--- config.mk ---
export PLATFORM = sky130hd
export DESIGN_NAME = npm_cell
export DESIGN_NICKNAME = d
export VERILOG_FILES = /design/src/design/npm_pkg.sv /design/src/design/npm_cell.sv
export SDC_FILE = /design/constraint.sdc
export NUM_CORES = 1
export LEC_CHECK = 0
export BUFFER_PORTS_ARGS = -buffer_cell sky130_fd_sc_hd__buf_4
export CAP_MARGIN = 10
export CELL_PAD_IN_SITES_DETAIL_PLACEMENT = 0
export CELL_PAD_IN_SITES_GLOBAL_PLACEMENT = 2
export CORE_MARGIN = 2
export CORE_UTILIZATION = 40
export CTS_BUF_LIST = sky130_fd_sc_hd__clkbuf_2
export DETAILED_ROUTE_END_ITERATION = 10
export PLACE_DENSITY_LB_ADDON = 0.1
export SETUP_SLACK_MARGIN = 0.4
export SYNTH_ARGS = -nofsm -noshare
export SYNTH_HDL_FRONTEND = slang
export SYNTH_SLANG_ARGS = --single-unit
--- constraint.sdc ---
create_clock -name clk_i -period 13.37 [get_ports clk_i]
set_clock_uncertainty 0.15 [all_clocks]
set_input_delay 0.6685 -clock clk_i [delete_from_list [all_inputs] [get_ports clk_i]]
set_output_delay 0.6685 -clock clk_i [all_outputs]
set_load 0.01 [all_outputs]
--- src/design/npm_pkg.sv ---
// Shared constants and types for the nearest point matcher.
package npm_pkg;

  localparam int MaxPoints = 64;
  localparam int IdxW      = $clog2(MaxPoints);
  localparam int CountW    = 7;
  localparam int CoordW    = 14;
  localparam int SqW       = 2 * CoordW;
  localparam int DistW     = 30;
  localparam int CfgIdxW   = 1;

  localparam logic [CountW-1:0] CountMax     = CountW'(MaxPoints);
  localparam logic [CountW-1:0] CountReset   = CountW'(64);
  localparam logic [DistW-1:0]  ThreshReset  = DistW'(25600);
  localparam logic [DistW-1:0]  NoMatchDist  = {DistW{1'b1}};

  // input command codes
  localparam logic CmdLoad  = 1'b0;
  localparam logic CmdQuery = 1'b1;

  // configuration register indexes
  localparam logic [CfgIdxW-1:0] RegPointCount  = CfgIdxW'(0);
  localparam logic [CfgIdxW-1:0] RegFarThresh   = CfgIdxW'(1);

  // running search result that travels down the cell row
  typedef struct packed {
    logic             valid;
    logic [DistW-1:0] best_dist;
    logic [IdxW-1:0]  best_idx;
  } wave_t;

  // candidate load broadcast to all cells
  typedef struct packed {
    logic              en;
    logic [IdxW-1:0]   idx;
    logic [CoordW-1:0] x;
    logic [CoordW-1:0] y;
  } load_t;

endpackage

--- src/design/npm_cell.sv ---
// One cell of the row: holds a candidate point and updates the passing search wave.
module npm_cell import npm_pkg::*; (
  input  logic              clk_i,
  input  logic              rst_ni,
  input  logic [IdxW-1:0]   cell_idx_i,
  input  logic [CountW-1:0] count_i,
  input  load_t             load_i,
  input  logic [CoordW-1:0] query_x_i,
  input  logic [CoordW-1:0] query_y_i,
  input  wave_t             wave_i,
  output wave_t             wave_o
);

  logic [CoordW-1:0] cand_x_q, cand_y_q;
  logic [CoordW-1:0] dx, dy;
  logic [SqW-1:0]    sq_x, sq_y;
  logic [DistW-1:0]  dist_sq;
  logic              active;
  logic              take;
  wave_t             wave_d, wave_q;

  // candidate storage, written only by a load addressed to this cell
  always_ff @(posedge clk_i) begin
    if (load_i.en && (load_i.idx == cell_idx_i)) begin
      cand_x_q <= load_i.x;
      cand_y_q <= load_i.y;
    end
  end

  always_comb begin
    dx      = (query_x_i >= cand_x_q) ? (query_x_i - cand_x_q) : (cand_x_q - query_x_i);
    dy      = (query_y_i >= cand_y_q) ? (query_y_i - cand_y_q) : (cand_y_q - query_y_i);
    sq_x    = dx * dx;
    sq_y    = dy * dy;
    dist_sq = DistW'(sq_x) + DistW'(sq_y);
    active  = ({1'b0, cell_idx_i} < count_i);
    // strict compare: on a tie the earlier cell keeps the match
    take    = wave_i.valid && active && (dist_sq < wave_i.best_dist);
    wave_d  = wave_i;
    if (take) begin
      wave_d.best_dist = dist_sq;
      wave_d.best_idx  = cell_idx_i;
    end
  end

  always_ff @(posedge clk_i or negedge rst_ni) begin
    if (!rst_ni) begin
      wave_q <= '0;
    end else begin
      wave_q <= wave_d;
    end
  end

  assign wave_o = wave_q;

endmodule

==> results of run 1 <==
## critical path: cells and delay by family (launching register included)
kind                     cells  cell delay (ns)
multiplexers                 2             0.58
AO/OA/AOI/OAI                7             2.01
adder cells (fa/ha/maj)     11             4.88
buffers and inverters        8             1.57
flip-flops                   1             0.42
XOR/XNOR                     2             0.95
AND/OR/NAND/NOR              7             1.39
## cell type report
type / count / area, µm² / area share (%)
flip-flops and latches: 65 / 1767 / 8.977
inverters: 508 / 1907 / 9.689
multi-input cells: 1234 / 13190 / 67.04
repair buffers: 244 / 2012 / 10.22
clock inverters: 7 / 68.82 / 0.3497
clock buffers: 9 / 45.04 / 0.2289
diodes: 5 / 12.51 / 0.06358
well taps: 539 / 674.4 / 3.427
## state kept, by name, indices dropped and copies added, names as in the netlist
register,count
cand_y_q,14
wave_o,37
cand_x_q,14
## stage by stage
| stage | worst slack [ns] | util (%) | instance area [µm²] | instances | hold slack, ns |
|---|---|---|---|---|---|
| final | 1.337 | 46.81 | 19680 | 2611 | 0.2511 |
| after global routing | 0.5251 | 46.81 | 19680 | 2611 | 0.1756 |
| after CTS | 0.7999 | 46.71 | 19640 | 2605 | 0.1425 |
| after detailed placement | 0.9685 | 44.72 | 18800 | 2517 | 0.5202 |
| after global placement | 1.124 | 44.72 | 18800 | 2517 | 0.5125 |
| after floorplan | 2.931 | - | 17070 | 1852 | 0.2229 |
## cell usage after synthesis, drive strengths merged (12+ instances only)
cell,count,area share (%)
mux2,37,2.4
or2,28,1.0
clkbuf,18,0.41
o21ai,47,1.4
ha,223,16
dfrtp,37,5.4
buf,27,1.0
nand2,80,1.8
a21o,25,1.1
mux2i,12,0.78
xor2,27,1.6
a211oi,13,0.60
nand4,14,0.51
nand2b,30,1.1
nor2,177,3.9
xnor2,37,2.4
nor3,15,0.44
a21oi,58,1.7
edfxtp,28,4.9
fa,296,35
inv,507,11
## path summary, 6_finish.rpt
kind                             start         end  slack (ns)  depth (start not counted)
min in group clk_i          wave_i[36]  wave_o[36]        0.43                          2
hold reg to reg            cand_x_q[0]   wave_o[9]        1.22                          5
hold / removal                  rst_ni   wave_o[3]        0.25                          2
max in group asynchronous       rst_ni  wave_o[18]       12.44                          2
setup / recovery           cand_x_q[0]   wave_o[4]        1.34                         37
setup reg to reg           cand_x_q[0]   wave_o[4]        1.34                         37
## routing by layer
layer | up-vias | part of all wire, % | track usage (%)
li1 | 6100 | - | -
met2 | 165 | 52 | 36.93
met1 | 6455 | 43 | 26.57
met3 | 41 | 2.8 | 2.920
met4 | 0 | 1.9 | 5.537
met5 | - | 0 | 0
## cells by family after synthesis
logic type	after synthesis	share of synthesized area, %
simple gates	391	10.64
fa+ha+maj	519	51.07
mux	49	3.218
compound gates	211	8.203
flops	65	10.35
xor+xnor	64	3.922
buf+inv	553	12.59
## repair_timing
item / CTS / global route
hold buffers: 72 / 0
resized for setup: 0 / 4
hold endpoints to repair: 102 / 0
setup endpoints to repair: 0 / 2
==> metrics.txt, run 1 <==
Die ar.=roughly 44000 µm²; startpoint types=flip-flop; Die Width=approximately 210 µm; CTS tree=yes; via/cell ratio=between 4 and 5; synthesized flop and latch total=65; commonest cells after routing, fill and taps aside=inv_1, fa_1, ha_1; synthesized area per cell=around 9.2 µm²; final setup fails=0; Slew Limit Headroom=29.34%; fin crit share=90.00%; peak per-stage delay on the critical path=0.76 ns; worst slew pin tran=roughly 1.1 ns; CP Max Fanout=28; cells after synthesis=between 1500 and 2000; endpoint class of the critical path=flip-flop; syn nets=2486; Pins Over Slew Limit=0; hpwl dp=about 37000 µm; chip height=210.6 µm; fraction of registers with async set/reset=between 50% and 60%; average wire per standard cell=16.75 µm; Worst Setup Path Type=reg2reg; Tot GR Track Use=between 20% and 30%; Rows=75; critical path required time=13.88 ns; clk slew on worst S/H paths=around 0.21 ns; Ports=approximately 150; RSZ-0062 raised after global routing=no; drt drc=0; ys flop type=dfrtp_1; Final Hold Viols=0; layout cells sized above 1=about 14%; status=finished, final reports clean; Filler cells=4202; Initial Util=between 40% and 50%; commonest non-fill, non-tap cell in the layout=inv_1; Area Growth Syn to Fin=15.31%; H-tree depth=3; vias post-DR=between 10000 and 15000; maxcap violations=0; TritonCTS Sinks=65; WL final=~44000 µm; Mapped Area=approximately 17000 µm²; most frequent CP cell=fa_1; drt pass-1 iters=5; Unique masters post-synth=between 70 and 80; fmax=just over 0.08 GHz; Max Root-Sink Buffers=2; hold crit path type=in2async; critical path arrival=roughly 13 ns; vias in the first global route=about 14000; initial antenna violation count=2; port bufs=around 150; Seq/Total Area, Yosys=10.35%; CTS Buf Count=9; grt ovf=0; Setup TNS=0 ns; Final ANT Viol Nets=0; Synth warnings=0; Final #Nets=2696; # Post-CTS Setup Buffers=0; slowest CP cell=xor2_1; root buffer cell=clkbuf_2; Core ar.=42040 µm²; largest net degree at the start of global routing=38; Clock Latency Late Sink=0.75 ns; Period minus WS final=12.03 ns; Iteration-0 DRC Markers=~590; first-pass GRT wire length=slightly above 70000 µm; Post-synth EDFFs=28; GPL Wtd Cong=around 0.84
Power of run 1 is not shown: default switching activity piles up to over one toggle a cycle in this logic, so the estimate is an artifact.
==> run 2: changes to the inputs <==
- CORE_UTILIZATION: 40 -> 36
- SLEW_MARGIN: not set -> 10
- clock period: 13.37 -> 10.8 ns (I/O delays scaled with it)
==> run 2 against run 1 <==
- utilization shrank 0.29 points
- fmax rose by 18%
- first-iteration DRC count decreased by 19%
- worst hold slack lost 0.12 ns
- critical endpoint is now wave_o[28]
- largest cell class unchanged
- sequential share of layout area decreased by 0.84 points
- wire length increased by 8.3%
- critical path depth rose by 3
- register-to-register slack worse by 0.73 ns
==> metrics.txt, run 2 (synthesized netlist as in run 1, its figures left out) <==
Rows=79 (+5.3%); Iteration-0 DRC Markers=479 (-19%); met2 Usage GRT=34.67% (-2.3 points); largest delay contributor family on the critical path=adder cells; M1 GR Usage=24.63% (-1.9 points); Core ar.=46650 µm² (+11%); root buffer cell=clkbuf_2; Max Root-Sink Buffers=2 (unchanged); Die Width=221.7 µm (+5.3%); Final ANT Viol Nets=0 (unchanged); Ports=152 (unchanged); H-tree depth=3 (unchanged); drt drc=0 (unchanged); CTS Buf Count=9 (unchanged); Period minus WS final=10.19 ns (-1.841 ns); Slew Limit Headroom=64.84% (+35 points); most frequent CP cell=fa_1; Worst Setup Path Type=reg2reg; fmax=0.09812 GHz (+18%); status=finished, final reports clean; first-pass GRT wire length=73890 µm (+3.2%); drt pass-1 iters=4 (-1); Final #Nets=2811 (+4.3%); placed cell areas=19310 µm² (+2.7%); Design Area, Final=21710 µm² (+10%); Clock Latency Late Sink=0.73 ns (-0.02 ns); Initial Util=36.58% (-4.0 points); Area Growth Syn to Fin=27.18%; fin crit share=94.37% (+4.4 points); largest net degree at the start of global routing=38 (unchanged); port bufs=151 (unchanged); CTS tree=yes; clk slew on worst S/H paths=0.22 ns (about the same); WL final=47370 µm (+8.3%); average wire per standard cell=16.95 µm (+1.2%); chip height=221.7 µm (+5.3%); Crit path depth=40 (+8.1%); TritonCTS Sinks=65 (unchanged); final setup fails=0 (unchanged); critical path arrival=10.66 ns (-1.88 ns); grt met3 use=2.028% (-0.89 points); Setup TNS=0 ns (unchanged); peak per-stage delay on the critical path=0.57 ns (-0.19 ns); via/cell ratio=4.756 (-2.7%); RSZ-0062 raised after global routing=yes; vias post-DR=13290 (+4.1%); Final Hold Viols=0 (unchanged); initial antenna violation count=3 (+1); commonest non-fill, non-tap cell in the layout=inv_1; hpwl dp=39110 µm (+4.7%); CP Max Fanout=8 (-71%); maxcap violations=0 (unchanged); slowest CP cell=fa_1; max FFs per register=37 (unchanged); grt ovf=0 (unchanged); commonest cells after routing, fill and taps aside=inv_1, fa_1, buf_4; layout cells sized above 1=23.79% (+9.9 points); Pins Over Slew Limit=0 (unchanged); worst slew pin tran=0.5274 ns (-0.5249 ns); grt peak-use layer=met2; critical path required time=11.27 ns (-2.61 ns); hold crit path type=in2async; startpoint types=flip-flop; Tot GR Track Use=19.09% (-1.7 points); endpoint class of the critical path=flip-flop; Bufs and invs on worst path=10 (+2); Register-to-Register Path Depth=40 (+8.1%); vias in the first global route=14180 (+3.1%); Die ar.=49170 µm² (+11%); GPL Wtd Cong=0.8980 (+7.4%)
==> run 2: cell count changes in the layout (fill, tap and decap cells not counted), moves of 11 or more <==
cell    previous run  this run
nor2_1           177       166
nor2_2             0        11
mux2_2            36        17
mux2_4             0        20
inv_1            499       478
ha_1             223       204
buf_6              0        14
buf_4            172       254
inv_2              8        24
==> run 2: metal layers <==
metal	vias up	routed length [µm]
met2	152	25040
li1	6345	-
met1	6769	20540
met5	-	0
met3	22	1316
met4	0	465
==> run 2: worst paths after layout <==
kind / startpoint / end / slack (ns)
worst max-delay path: cand_y_q[0] / wave_o[28] / 0.61
worst min-delay path: rst_ni / wave_o[0] / 0.13
worst max register to register: cand_y_q[0] / wave_o[28] / 0.61
worst min register to register: cand_x_q[0] / wave_o[9] / 1.20
max in group asynchronous: rst_ni / wave_o[25] / 9.97
min in group clk_i: wave_i[36] / wave_o[36] / 0.35
==> run 2: metrics by stage <==
stage / cells / worst slack, ns / util (%) / hold WS (ns)
final: 2794 / 0.6081 / 46.52 / 0.1288
after global routing: 2792 / 0.1441 / 46.51 / 0.1012
after CTS: 2726 / 0.4081 / 43.48 / 0.006355
after detailed placement: 2632 / -0.1919 / 41.40 / 0.3936
after global placement: 2632 / -0.2229 / 41.40 / 0.3792
after floorplan: 1852 / 0.4891 / - / 0.09441
==> run 2: repair_timing <==
item                                   in CTS  in global routing
pin swaps                                   3                 72
setup endpoints to repair                  36                 36
resized for setup                          13                193
buffers inserted                            6                 57
endpoints found under the hold margin     102                  0
cloned                                      0                  6
hold buffers                               72                  0
==> run 2: worst register-to-register path, delay by kind of cell (launching register included) <==
family | cells | cell delay (ns)
adder cells (fa/ha/maj) | 11 | 4.75
XOR/XNOR | 2 | 0.39
multiplexers | 2 | 0.50
AND/OR/NAND/NOR | 5 | 0.83
buffers and inverters | 10 | 1.19
flip-flops | 1 | 0.40
AO/OA/AOI/OAI | 10 | 1.86
==> run 2: area by class of cell <==
cell class	instances	area (µm²)
flip-flops and latches	65	1767
multi-input cells	1235	13950
clock inverters	6	81.33
well taps	607	759.5
repair buffers	358	3161
fillers	4662	24950
clock buffers	10	50.05
inverters	508	1922
diodes	5	12.51
Power of run 2 is left out for the same reason.
